### config.mk
export PLATFORM = sky130hd
export DESIGN_NAME = shell_argument_tokenizer_top_flat
export DESIGN_NICKNAME = d
export VERILOG_FILES = /design/src/rtl/satok_pkg.sv /design/src/rtl/satok_ifs.sv /design/src/rtl/shell_argument_tokenizer_top.sv /design/src/rtl/satok_core.sv /design/src/rtl/satok_fifo.sv /design/src/flat_wrapper.sv
export SDC_FILE = /design/constraint.sdc
export NUM_CORES = 1
export LEC_CHECK = 0
export ABC_CLOCK_PERIOD_IN_PS = 7350
export BUFFER_PORTS_ARGS = -buffer_cell sky130_fd_sc_hd__buf_2
export CAP_MARGIN = 40
export CORE_MARGIN = 10
export CORE_UTILIZATION = 40
export CTS_CLUSTER_DIAMETER = 60
export CTS_CLUSTER_SIZE = 40
export DETAILED_ROUTE_END_ITERATION = 6
export PLACE_DENSITY = 0.68
export SLEW_MARGIN = 20
export SYNTH_ARGS = -nofsm -noshare
export SYNTH_HDL_FRONTEND = slang
export SYNTH_SLANG_ARGS = --single-unit
export TNS_END_PERCENT = 100
### constraint.sdc
create_clock -name clk_i -period 7.35 [get_ports clk_i]
set_input_delay 1.1025 -clock clk_i [delete_from_list [all_inputs] [get_ports clk_i]]
set_output_delay 1.1025 -clock clk_i [all_outputs]
set_load 0.05 [all_outputs]
### src/rtl/satok_pkg.sv
// shared types, character codes and register indexes for the argument tokenizer
package satok_pkg;

  // character codes
  localparam logic [7:0] CH_NUL    = 8'h00;
  localparam logic [7:0] CH_TAB    = 8'h09;
  localparam logic [7:0] CH_SPACE  = 8'h20;
  localparam logic [7:0] CH_DQUOTE = 8'h22;
  localparam logic [7:0] CH_SQUOTE = 8'h27;
  localparam logic [7:0] CH_BSLASH = 8'h5C;

  // configuration register indexes
  localparam int unsigned CFG_IDX_W = 2;
  localparam logic [CFG_IDX_W-1:0] CFG_BASE_SIZE  = 2'd0;
  localparam logic [CFG_IDX_W-1:0] CFG_SIZE_LIMIT = 2'd1;

  localparam logic [15:0] SIZE_LIMIT_RST = 16'hFFFF;

  // result queue geometry
  localparam int unsigned FIFO_DEPTH = 4;
  localparam int unsigned PTR_W      = 2;
  localparam int unsigned CNT_W      = 3;

  typedef enum logic [1:0] {
    QUOTE_NONE,
    QUOTE_SINGLE,
    QUOTE_DOUBLE
  } quote_e;

  typedef struct packed {
    logic [7:0]  out_byte;
    logic        byte_valid;
    logic        arg_end;
    logic [15:0] arg_count;
    logic        overflow;
    logic        string_done;
    logic        last;
  } result_t;

  // up to two results produced by one input transaction
  typedef struct packed {
    logic    push0;
    logic    push1;
    result_t res0;
    result_t res1;
  } push_t;

  typedef struct packed {
    logic                 en;
    logic [CFG_IDX_W-1:0] idx;
    logic [15:0]          data;
  } cfg_wr_t;

  function automatic result_t make_res(input logic [7:0] b, input logic valid,
                                       input logic end_flag, input logic [15:0] count,
                                       input logic ovf, input logic done);
    result_t r;
    r.out_byte    = valid ? b : 8'h00;
    r.byte_valid  = valid;
    r.arg_end     = end_flag;
    r.arg_count   = count;
    r.overflow    = ovf;
    r.string_done = done;
    r.last        = 1'b0;
    return r;
  endfunction

endpackage

### src/rtl/satok_ifs.sv
// handshake channel interfaces: text input, result output, configuration write

interface satok_in_if;
  logic       valid;
  logic       ready;
  logic [7:0] text_byte;
  modport source (output valid, output text_byte, input ready);
  modport sink (input valid, input text_byte, output ready);
endinterface

interface satok_out_if;
  logic        valid;
  logic        ready;
  logic [7:0]  out_byte;
  logic        byte_valid;
  logic        arg_end;
  logic [15:0] arg_count;
  logic        overflow;
  logic        string_done;
  logic        last;
  modport source (output valid, output out_byte, output byte_valid, output arg_end,
                  output arg_count, output overflow, output string_done, output last,
                  input ready);
  modport sink (input valid, input out_byte, input byte_valid, input arg_end,
                input arg_count, input overflow, input string_done, input last,
                output ready);
endinterface

interface satok_cfg_if;
  logic        valid;
  logic        ready;
  logic [1:0]  index;
  logic [15:0] data;
  modport source (output valid, output index, output data, input ready);
  modport sink (input valid, input index, input data, output ready);
endinterface

### src/rtl/shell_argument_tokenizer_top.sv
// top level of the shell-style argument tokenizer
//
// Channels: text_i carries one command byte per transaction, a zero byte
// ends the string. result_o carries result items (argument byte, argument
// end, overflow, end of string), with last set on the final result of each
// input byte. cfg_i writes base_size (index 0) and size_limit (index 1);
// it is always ready; the user must write it only while the block is idle,
// which the block does not enforce. Results wait in a registered queue.
// Throughput: one input byte per cycle while each byte yields at most one
// result; an escaped ordinary character yields two results, and the output
// side then sets the pace at one result per cycle. The pace is set by the
// four-entry result queue, which takes a byte whenever two entries are free.
// Reset: state returns to outside quotes, no argument open, count zero,
// base_size 0 and size_limit 65535; the queue is emptied.
// Receiver stall: results wait in the queue and text_i.ready drops once
// fewer than two entries are free; nothing is lost or repeated.
module shell_argument_tokenizer_top import satok_pkg::*; (
  input  logic        clk_i,
  input  logic        rst_ni,
  satok_in_if.sink    text_i,
  satok_out_if.source result_o,
  satok_cfg_if.sink   cfg_i
);

  cfg_wr_t cfg_wr;
  push_t   push;
  result_t head;
  logic    room;
  logic    head_valid;
  logic    in_accept;
  logic    pop;

  // handshakes
  assign cfg_i.ready  = 1'b1;
  assign cfg_wr.en    = cfg_i.valid;
  assign cfg_wr.idx   = cfg_i.index;
  assign cfg_wr.data  = cfg_i.data;
  assign text_i.ready = room;
  assign in_accept    = text_i.valid && room;
  assign pop          = head_valid && result_o.ready;

  satok_core u_core (
    .clk_i       (clk_i),
    .rst_ni      (rst_ni),
    .cfg_wr_i    (cfg_wr),
    .in_accept_i (in_accept),
    .text_byte_i (text_i.text_byte),
    .push_o      (push)
  );

  satok_fifo u_fifo (
    .clk_i   (clk_i),
    .rst_ni  (rst_ni),
    .push_i  (push),
    .pop_i   (pop),
    .room_o  (room),
    .valid_o (head_valid),
    .head_o  (head)
  );

  // result channel
  assign result_o.valid       = head_valid;
  assign result_o.out_byte    = head.out_byte;
  assign result_o.byte_valid  = head.byte_valid;
  assign result_o.arg_end     = head.arg_end;
  assign result_o.arg_count   = head.arg_count;
  assign result_o.overflow    = head.overflow;
  assign result_o.string_done = head.string_done;
  assign result_o.last        = head.last;

endmodule

### src/rtl/satok_core.sv
// parser state, size accounting and per-byte result generation
module satok_core import satok_pkg::*; (
  input  logic    clk_i,
  input  logic    rst_ni,
  input  cfg_wr_t cfg_wr_i,
  input  logic    in_accept_i,
  input  logic [7:0] text_byte_i,
  output push_t   push_o
);

  logic [15:0] base_q, base_d;
  logic [15:0] limit_q, limit_d;
  quote_e      quote_q, quote_d;
  logic        esc_q, esc_d;
  logic        in_arg_q, in_arg_d;
  logic [16:0] total_q, total_d;
  logic [15:0] completed_q, completed_d;
  logic        stopped_q, stopped_d;

  logic [16:0] t1, t2, lim17;
  logic        ovf1, ovf2;
  logic [15:0] cnt_inc;
  logic        special;
  logic        act_put, act_pair, act_end;
  push_t       push;

  // size checks for one and two charges
  assign t1      = total_q + 17'd1;
  assign t2      = total_q + 17'd2;
  assign lim17   = {1'b0, limit_q};
  assign ovf1    = t1 > lim17;
  assign ovf2    = t2 > lim17;
  assign cnt_inc = completed_q + 16'd1;
  assign special = (text_byte_i == CH_BSLASH) || (text_byte_i == CH_SQUOTE) ||
                   (text_byte_i == CH_DQUOTE) || (text_byte_i == CH_SPACE) ||
                   (text_byte_i == CH_TAB);

  // decode the byte and build results and next state
  always_comb begin
    base_d      = base_q;
    limit_d     = limit_q;
    quote_d     = quote_q;
    esc_d       = esc_q;
    in_arg_d    = in_arg_q;
    total_d     = total_q;
    completed_d = completed_q;
    stopped_d   = stopped_q;
    act_put     = 1'b0;
    act_pair    = 1'b0;
    act_end     = 1'b0;
    push        = '0;

    if (in_accept_i) begin
      if (text_byte_i == CH_NUL) begin
        // end of string: close any open argument, then restart
        push.push0 = 1'b1;
        push.res0  = make_res(8'h00, 1'b0, 1'b0, completed_q, stopped_q, 1'b1);
        if (!stopped_q && in_arg_q) begin
          if (ovf1) begin
            push.res0 = make_res(8'h00, 1'b0, 1'b0, completed_q, 1'b1, 1'b1);
          end else begin
            push.res0 = make_res(8'h00, 1'b0, 1'b1, cnt_inc, 1'b0, 1'b1);
          end
        end
        quote_d     = QUOTE_NONE;
        esc_d       = 1'b0;
        in_arg_d    = 1'b0;
        total_d     = {1'b0, base_q};
        completed_d = 16'd0;
        stopped_d   = 1'b0;
      end else if (!stopped_q) begin
        if (esc_q) begin
          esc_d = 1'b0;
          if (special) begin
            act_put = 1'b1;
          end else begin
            act_pair = 1'b1;
          end
        end else begin
          case (text_byte_i)
            CH_BSLASH: begin
              esc_d = 1'b1;
            end
            CH_SQUOTE: begin
              if (quote_q == QUOTE_DOUBLE) begin
                act_put = 1'b1;
              end else begin
                quote_d = (quote_q == QUOTE_SINGLE) ? QUOTE_NONE : QUOTE_SINGLE;
              end
            end
            CH_DQUOTE: begin
              if (quote_q == QUOTE_SINGLE) begin
                act_put = 1'b1;
              end else begin
                quote_d = (quote_q == QUOTE_DOUBLE) ? QUOTE_NONE : QUOTE_DOUBLE;
              end
            end
            CH_SPACE, CH_TAB: begin
              if (quote_q != QUOTE_NONE) begin
                act_put = 1'b1;
              end else if (in_arg_q) begin
                act_end = 1'b1;
              end
            end
            default: begin
              act_put = 1'b1;
            end
          endcase
        end
      end
    end

    // emit one character
    if (act_put) begin
      push.push0 = 1'b1;
      if (ovf1) begin
        push.res0 = make_res(8'h00, 1'b0, 1'b0, completed_q, 1'b1, 1'b0);
        stopped_d = 1'b1;
      end else begin
        push.res0 = make_res(text_byte_i, 1'b1, 1'b0, completed_q, 1'b0, 1'b0);
        total_d   = t1;
        in_arg_d  = 1'b1;
      end
    end

    // escaped ordinary character keeps its backslash
    if (act_pair) begin
      push.push0 = 1'b1;
      if (ovf1) begin
        push.res0 = make_res(8'h00, 1'b0, 1'b0, completed_q, 1'b1, 1'b0);
        stopped_d = 1'b1;
      end else begin
        push.res0  = make_res(CH_BSLASH, 1'b1, 1'b0, completed_q, 1'b0, 1'b0);
        in_arg_d   = 1'b1;
        push.push1 = 1'b1;
        if (ovf2) begin
          push.res1 = make_res(8'h00, 1'b0, 1'b0, completed_q, 1'b1, 1'b0);
          stopped_d = 1'b1;
          total_d   = t1;
        end else begin
          push.res1 = make_res(text_byte_i, 1'b1, 1'b0, completed_q, 1'b0, 1'b0);
          total_d   = t2;
        end
      end
    end

    // separator closes the argument
    if (act_end) begin
      push.push0 = 1'b1;
      in_arg_d   = 1'b0;
      if (ovf1) begin
        push.res0 = make_res(8'h00, 1'b0, 1'b0, completed_q, 1'b1, 1'b0);
        stopped_d = 1'b1;
      end else begin
        push.res0   = make_res(8'h00, 1'b0, 1'b1, cnt_inc, 1'b0, 1'b0);
        completed_d = cnt_inc;
        total_d     = t1;
      end
    end

    // mark the final result of the transaction
    push.res0.last = !push.push1;
    push.res1.last = 1'b1;

    // configuration writes
    if (cfg_wr_i.en) begin
      case (cfg_wr_i.idx)
        CFG_BASE_SIZE: begin
          base_d  = cfg_wr_i.data;
          total_d = {1'b0, cfg_wr_i.data};
        end
        CFG_SIZE_LIMIT: begin
          limit_d = cfg_wr_i.data;
        end
        default: begin
        end
      endcase
    end
  end

  // state registers
  always_ff @(posedge clk_i or negedge rst_ni) begin
    if (!rst_ni) begin
      base_q      <= 16'd0;
      limit_q     <= SIZE_LIMIT_RST;
      quote_q     <= QUOTE_NONE;
      esc_q       <= 1'b0;
      in_arg_q    <= 1'b0;
      total_q     <= 17'd0;
      completed_q <= 16'd0;
      stopped_q   <= 1'b0;
    end else begin
      base_q      <= base_d;
      limit_q     <= limit_d;
      quote_q     <= quote_d;
      esc_q       <= esc_d;
      in_arg_q    <= in_arg_d;
      total_q     <= total_d;
      completed_q <= completed_d;
      stopped_q   <= stopped_d;
    end
  end

  assign push_o = push;

  // results only come from an accepted byte
  a_push_on_accept: assert property (@(posedge clk_i) disable iff (!rst_ni)
    push.push0 |-> in_accept_i)
    else $error("result pushed without an input transaction");

  // a stopped parser ignores everything but the zero byte
  a_stopped_silent: assert property (@(posedge clk_i) disable iff (!rst_ni)
    (in_accept_i && stopped_q && (text_byte_i != CH_NUL)) |-> !push.push0)
    else $error("stopped parser produced a result");

  // the zero byte returns the parser to its start state
  a_restart: assert property (@(posedge clk_i) disable iff (!rst_ni)
    (in_accept_i && (text_byte_i == CH_NUL)) |=>
      ((completed_q == 16'd0) && !stopped_q && !in_arg_q && !esc_q))
    else $error("parser state not cleared after end of string");

endmodule

### src/rtl/satok_fifo.sv
// small result queue taking up to two results per cycle and giving one
module satok_fifo import satok_pkg::*; (
  input  logic    clk_i,
  input  logic    rst_ni,
  input  push_t   push_i,
  input  logic    pop_i,
  output logic    room_o,
  output logic    valid_o,
  output result_t head_o
);

  result_t            mem_q [FIFO_DEPTH];
  logic [PTR_W-1:0]   wr_q, wr_d, rd_q, rd_d;
  logic [CNT_W-1:0]   count_q, count_d;
  logic [PTR_W-1:0]   wr_next;

  assign wr_next = wr_q + PTR_W'(1);
  assign wr_d    = wr_q + PTR_W'(push_i.push0) + PTR_W'(push_i.push1);
  assign rd_d    = rd_q + PTR_W'(pop_i);
  assign count_d = count_q + CNT_W'(push_i.push0) + CNT_W'(push_i.push1) - CNT_W'(pop_i);

  // room for a transaction that yields two results
  assign room_o  = count_q <= CNT_W'(FIFO_DEPTH - 2);
  assign valid_o = count_q != '0;
  assign head_o  = mem_q[rd_q];

  // storage
  always_ff @(posedge clk_i) begin
    if (push_i.push0) begin
      mem_q[wr_q] <= push_i.res0;
    end
    if (push_i.push1) begin
      mem_q[wr_next] <= push_i.res1;
    end
  end

  // pointers and fill level
  always_ff @(posedge clk_i or negedge rst_ni) begin
    if (!rst_ni) begin
      wr_q    <= '0;
      rd_q    <= '0;
      count_q <= '0;
    end else begin
      wr_q    <= wr_d;
      rd_q    <= rd_d;
      count_q <= count_d;
    end
  end

  a_no_overfill: assert property (@(posedge clk_i) disable iff (!rst_ni)
    count_q <= CNT_W'(FIFO_DEPTH))
    else $error("result queue overfilled");

  a_second_needs_first: assert property (@(posedge clk_i) disable iff (!rst_ni)
    push_i.push1 |-> push_i.push0)
    else $error("second result pushed without the first");

  a_push_with_room: assert property (@(posedge clk_i) disable iff (!rst_ni)
    push_i.push0 |-> room_o)
    else $error("result pushed while queue lacked room");

endmodule

### src/flat_wrapper.sv
// flat-port wrapper written by rule: the top's interface ports become plain ports
module shell_argument_tokenizer_top_flat import satok_pkg::*;
  (clk_i, rst_ni, text_i_valid, text_i_text_byte, text_i_ready, result_o_valid, result_o_out_byte, result_o_byte_valid, result_o_arg_end, result_o_arg_count, result_o_overflow, result_o_string_done, result_o_last, result_o_ready, cfg_i_valid, cfg_i_index, cfg_i_data, cfg_i_ready);
  satok_in_if text_i_i ();
  satok_out_if result_o_i ();
  satok_cfg_if cfg_i_i ();
  input  logic clk_i;
  input  logic rst_ni;
  input wire logic [$bits(text_i_i.valid)-1:0] text_i_valid;
  input wire logic [$bits(text_i_i.text_byte)-1:0] text_i_text_byte;
  output wire logic [$bits(text_i_i.ready)-1:0] text_i_ready;
  output wire logic [$bits(result_o_i.valid)-1:0] result_o_valid;
  output wire logic [$bits(result_o_i.out_byte)-1:0] result_o_out_byte;
  output wire logic [$bits(result_o_i.byte_valid)-1:0] result_o_byte_valid;
  output wire logic [$bits(result_o_i.arg_end)-1:0] result_o_arg_end;
  output wire logic [$bits(result_o_i.arg_count)-1:0] result_o_arg_count;
  output wire logic [$bits(result_o_i.overflow)-1:0] result_o_overflow;
  output wire logic [$bits(result_o_i.string_done)-1:0] result_o_string_done;
  output wire logic [$bits(result_o_i.last)-1:0] result_o_last;
  input wire logic [$bits(result_o_i.ready)-1:0] result_o_ready;
  input wire logic [$bits(cfg_i_i.valid)-1:0] cfg_i_valid;
  input wire logic [$bits(cfg_i_i.index)-1:0] cfg_i_index;
  input wire logic [$bits(cfg_i_i.data)-1:0] cfg_i_data;
  output wire logic [$bits(cfg_i_i.ready)-1:0] cfg_i_ready;
  assign text_i_i.valid = text_i_valid;
  assign text_i_i.text_byte = text_i_text_byte;
  assign text_i_ready = text_i_i.ready;
  assign result_o_valid = result_o_i.valid;
  assign result_o_out_byte = result_o_i.out_byte;
  assign result_o_byte_valid = result_o_i.byte_valid;
  assign result_o_arg_end = result_o_i.arg_end;
  assign result_o_arg_count = result_o_i.arg_count;
  assign result_o_overflow = result_o_i.overflow;
  assign result_o_string_done = result_o_i.string_done;
  assign result_o_last = result_o_i.last;
  assign result_o_i.ready = result_o_ready;
  assign cfg_i_i.valid = cfg_i_valid;
  assign cfg_i_i.index = cfg_i_index;
  assign cfg_i_i.data = cfg_i_data;
  assign cfg_i_ready = cfg_i_i.ready;
  shell_argument_tokenizer_top u_core (.clk_i(clk_i), .rst_ni(rst_ni), .text_i(text_i_i), .result_o(result_o_i), .cfg_i(cfg_i_i));
endmodule
==> impl_summary.md <==
Run status
The flow ran to the end, but the final reports show violations. The final reports fail on DRC.

Setup path
STA classifies the critical path endpoint as a flip-flop. The stage delay of the slowest cell on the critical path is slightly below 800 ps. Traced cell by cell, the critical path runs through ha_1 > and3_1 > and3_1 > and3_1 > and3_1 > nand2_1 > xnor2_1 > ha_1 > a211o_1 > o211ai_1 > a21oi_1 > a2111oi_4 > o21ai_2 > buf_6 > clkinv_2 > and4_1 > nand2_1 > a21oi_4 > and2_1. The cell that appears most often on the critical path is and3_1.

Of all nets on the critical path, the largest fanout is 34. The required time reported for the critical path endpoint is about 7700 ps. The master of the slowest instance on the critical path is and4_1.

At the worst endpoint, the arrival time is about 5900 ps. The number of buffers and inverters on the critical path is 2. The family of cells with the greatest summed delay on the critical path is simple AND/OR/NAND/NOR gates. The type of element launching the critical path is a flip-flop. The worst setup path is of the reg2reg kind. The critical path crosses 19 cells after its start point. The depth of the worst register-to-register path is 19.

Final layout
The count of placed standard cells in the final layout, fillers left out is roughly 1,500. The final standard cell area without fillers is 12,700 um2. Across the whole layout, storage elements account for between 5000 and 6000 um2. In the final layout, the multi-input gates occupy approximately 5700 um2.

After filler insertion, the fill cell instance count of the layout stands at around 2,700. The post-route netlist has about a fifth of its cells at a drive strength greater than 1. Compared with the post-synthesis result, the final layout area differs by 10.6%. The number of nets at the end of the flow is roughly 1,200.

The repair_antennas step left the layout with diodes totalling 0.

Detailed routing
The first detailed-routing pass ran for 7 iterations. The post-detailed-route count of antenna-violating nets is 0. The count of routing violations after the opening detailed-route iteration is slightly above 700. The routed layout has about 9,000 vias. The per-cell routed wire length is roughly 20 um. The via density per instance is 5.87. The count of unresolved DRC violations after routing is 5.

The routed wire length is 30.5 mm.

Global routing
Entering global routing, the biggest net connects 43 pins. The met1 usage in global routing is a little over a fifth. Global routing consumed, on the met2 layer, ~28% of the routing resources. The via count of the first global-routing pass is about 9,000. The total global-route track usage is between 10% and 20%.

The global-route congestion overflow total is 0. The initial antenna violation count is 3. The first global-routing pass estimated 49.1 mm of wire. For this run, global-route usage on met3 was measured as 3.86%. The highest-utilization routing layer at the global route stage is met2.

Floorplan
The region available for standard cell placement spans 28,500 um2. The floorplan step defined a die boundary enclosing about 36,000 um2. From left edge to right edge, the die measures between 150 and 200 um. The top-level I/O count is 63. The count of standard-cell rows is between 60 and 70. The height of the die is roughly 190 um.

Once the floorplan was initialized, standard cells occupied 40.4% of the core.

Power
The sequential group share of total power is between 30 and 40%. The power per standard cell area is ~330 nW/um2. Internal power comes to roughly 0.0024 W. Per report_power, the combinational group accounts for 41.2% of the total. In this run the power spent charging and discharging nets is ~0.0018 W. The fraction of power spent switching nets is 43.1%. Of the total power, the clock network draws roughly 23%. In this run the static leakage power is around 5.0 nW.

The peak supply drop is 202 uV.

Clock network
The H-tree depth is 4. The post-cts sizing count is 0. The insertion delay to the later sink of the worst-skew pair is ~440 ps. The number of clock buffers added by TritonCTS is 17. The clock sink count is between 150 and 200.

The clock tree from TritonCTS is done. Clock-pin slew was measured on the worst setup and hold paths at ~90 ps. The total of hold buffers inserted after clock tree synthesis is 0.

The root buffer selected by CTS is clkbuf_16. The number of buffers inserted by post-CTS setup repair is 0. Counting along the longest clock path gives a buffer depth of 2.

Placement
At the end of routability-driven placement, the weighted congestion stood at 0.878. Once placement finished, the instance area stood at between 10,000 and 15,000 um2. The detailed placement HPWL is between 20 and 25 mm. The placed instance count is roughly 1,500.

The number of port buffers is between 60 and 70.

Synthesis
Counting flops and latches in the post-synthesis netlist gives a little under 200. For this run, the leading register cell type out of synthesis is edfxtp_1. The synthesized net count is around 1,200. The number of enable-type register cells in the synthesized netlist is 104. The synthesized area divided by synthesized cell count is slightly above 10 um2. The top cell type by total area after synthesis is edfxtp_1.

Yosys attributes the largest share of cell area to edfxtp_1, dfrtp_1, mux4_2. The proportion of synthesized flip-flops having asynchronous set or reset is about two fifths. The instance count of the mapped netlist is around 1,100. During synthesis, Yosys emitted a total of 0 warnings. Summing every instance area after synthesis gives 11,500 um2. The count of distinct cell types in the synthesized netlist is 86. Of the synthesized area, sequential elements account for 46.1%. The proportion of netlist area held by the largest area contributor is 27.1%.

STA
The total setup violations reported at the end of the flow is 0. Setup repair after global routing left no endpoint under its margin. The count of pins over their slew limit came to 0.

The number of hold violations in the final report is 0. Adding up every negative setup slack in the final design gives 0 ps. The worst-case headroom to the max-slew limit is around 46%.

The slew at the pin with the worst max-slew slack is approximately 800 ps. The clock skew is about 20 ps. The achievable clock frequency is 181 MHz. Counting I/O delays and the setup requirement, the final critical path takes ~5500 ps. The post-route fraction of the period consumed by the critical path is between 70% and 80%.

The post-route worst hold slack is 476 ps.

Job
The tool flagged a number of max-cap violations equal to 0.

Worst hold path
Along the worst hold path, the cell count comes to 2. The class of the tightest hold or removal check is reg2reg.
registers in the layout, indices dropped and copies added, names as in the netlist:
| register | flops |
|---|---|
| u_core.u_core.in_arg_q | 1 |
| u_core.u_core.stopped_q | 1 |
| u_core.u_core.completed_q | 16 |
| u_core.u_core.base_q | 16 |
| u_core.u_fifo.wr_q | 2 |
| u_core.u_fifo.rd_q | 2 |
| u_core.u_fifo.count_q | 3 |
| u_core.u_core.limit_q | 16 |
| u_core.u_core.total_q | 17 |
| u_core.u_core.esc_q | 1 |
| u_core.u_fifo.mem_q | 116 |
| u_core.u_core.quote_q | 2 |
worst reg2reg max path, cell delays in order, from the launching register on:
cell	delay (ps)
dfrtp_1	450
ha_1	230
and3_1	270
and3_1	240
and3_1	330
and3_1	250
nand2_1	80
xnor2_1	180
ha_1	240
a211o_1	230
o211ai_1	100
a21oi_1	130
a2111oi_4	420
o21ai_2	210
buf_6	220
clkinv_2	320
and4_1	800
nand2_1	260
a21oi_4	280
and2_1	170
cell usage after synthesis, types with 12 or more instances:
library cell  instances
a32o_1               24
xor2_1               12
o21ai_0              85
a21o_1               16
dfstp_2              16
a22o_1               14
dfxtp_1              12
and3_1               19
mux4_2               29
ha_1                 39
edfxtp_1            104
a221oi_1             12
dfrtp_1              61
buf_2                23
nor2_1               64
o31ai_1              15
clkbuf_1             53
a31oi_1              17
xnor2_1              19
mux2_2               19
and2_1               19
nand2_1             171
nand3_1              35
inv_1                30
a21oi_1              42
layer usage:
layer	vias to the layer above	part of all wire (%)
li1	4197	-
met1	4403	43
met2	341	48
met3	41	7.3
met4	6	1.3
met5	-	0.15
logic make-up (layout without fill, tap and decap cells):
logic type | count (synthesis) | in the layout | share of synthesized area [%]
XOR/XNOR | 31 | 31 | 2.36
multiplexers | 51 | 51 | 7.79
adder cells (fa/ha/maj) | 42 | 42 | 4.76
buffers and inverters | 118 | 146 | 4.40
other | 1 | 1 | 0.0325
AND/OR/NAND/NOR | 398 | 398 | 17.0
AO/OA/AOI/OAI | 285 | 285 | 17.6
flip-flops | 193 | 193 | 46.1
layout by cell type (no fill, tap or decap), drive strengths merged, types with 13 or more instances in the layout:
master,netlist,routed
ha,39,39
nor2,68,68
and3,19,19
nor3,13,13
clkbuf,53,17
a22o,14,14
nand2,171,171
edfxtp,104,104
dfrtp,61,61
buf,32,81
o21ai,93,93
mux2,19,19
inv,32,40
nand3,36,36
mux4,29,29
o31ai,15,15
a32o,24,24
a31oi,17,17
and2,19,19
a21oi,44,44
xnor2,19,19
dfstp,16,16
a21o,16,16
area by class of cell:
| cell class | instances | area share [%] |
|---|---|---|
| Multi-Input combinational cell | 808 | 44.8 |
| Sequential cell | 193 | 41.7 |
| Tap cell | 384 | 3.77 |
| Timing Repair Buffer | 81 | 4.00 |
| Clock inverter | 15 | 1.40 |
| Clock buffer | 17 | 3.34 |
| Inverter | 33 | 0.982 |
metrics by stage:
step                worst slack (ps)  util, %  total power (W)
finish                          1820     44.6          0.00417
detailed placement              1930     42.5          0.00323
CTS                             1890     44.6          0.00419
global placement                1800     42.2          0.00317
global route                    1480     44.6          0.00442
floorplan                       2630        -          0.00282
power by group through the flow:
stage | clock network, W | logic, W | registers, W
after CTS | 0.000967 | 0.00173 | 0.00149
after floorplan | 0 | 0.00142 | 0.00139
after global routing | 0.00102 | 0.00188 | 0.00152
after global placement | 0 | 0.00164 | 0.00153
final | 0.000959 | 0.00172 | 0.00149
after detailed placement | 0 | 0.00172 | 0.00152
worst paths after layout:
check                                                   startpoint  slack (ps)                                 endpoint
min reg2reg                u_core.u_fifo.mem_q[1][19]$_SDFFE_PP0P_         480  u_core.u_fifo.mem_q[1][19]$_SDFFE_PP0P_
max reg2reg                     u_core.u_core.total_q[2]$_DFF_PN0_        1820     u_core.u_fifo.mem_q[1][26]$_DFFE_PP_
max in group asynchronous                                   rst_ni        6060    u_core.u_core.limit_q[12]$_DFFE_PN1P_
max                             u_core.u_core.total_q[2]$_DFF_PN0_        1820     u_core.u_fifo.mem_q[1][26]$_DFFE_PP_
min                        u_core.u_fifo.mem_q[1][19]$_SDFFE_PP0P_         480  u_core.u_fifo.mem_q[1][19]$_SDFFE_PP0P_
min in group asynchronous                                   rst_ni         640      u_core.u_core.base_q[5]$_DFFE_PN0P_
Power figures use the tool's default switching activity.
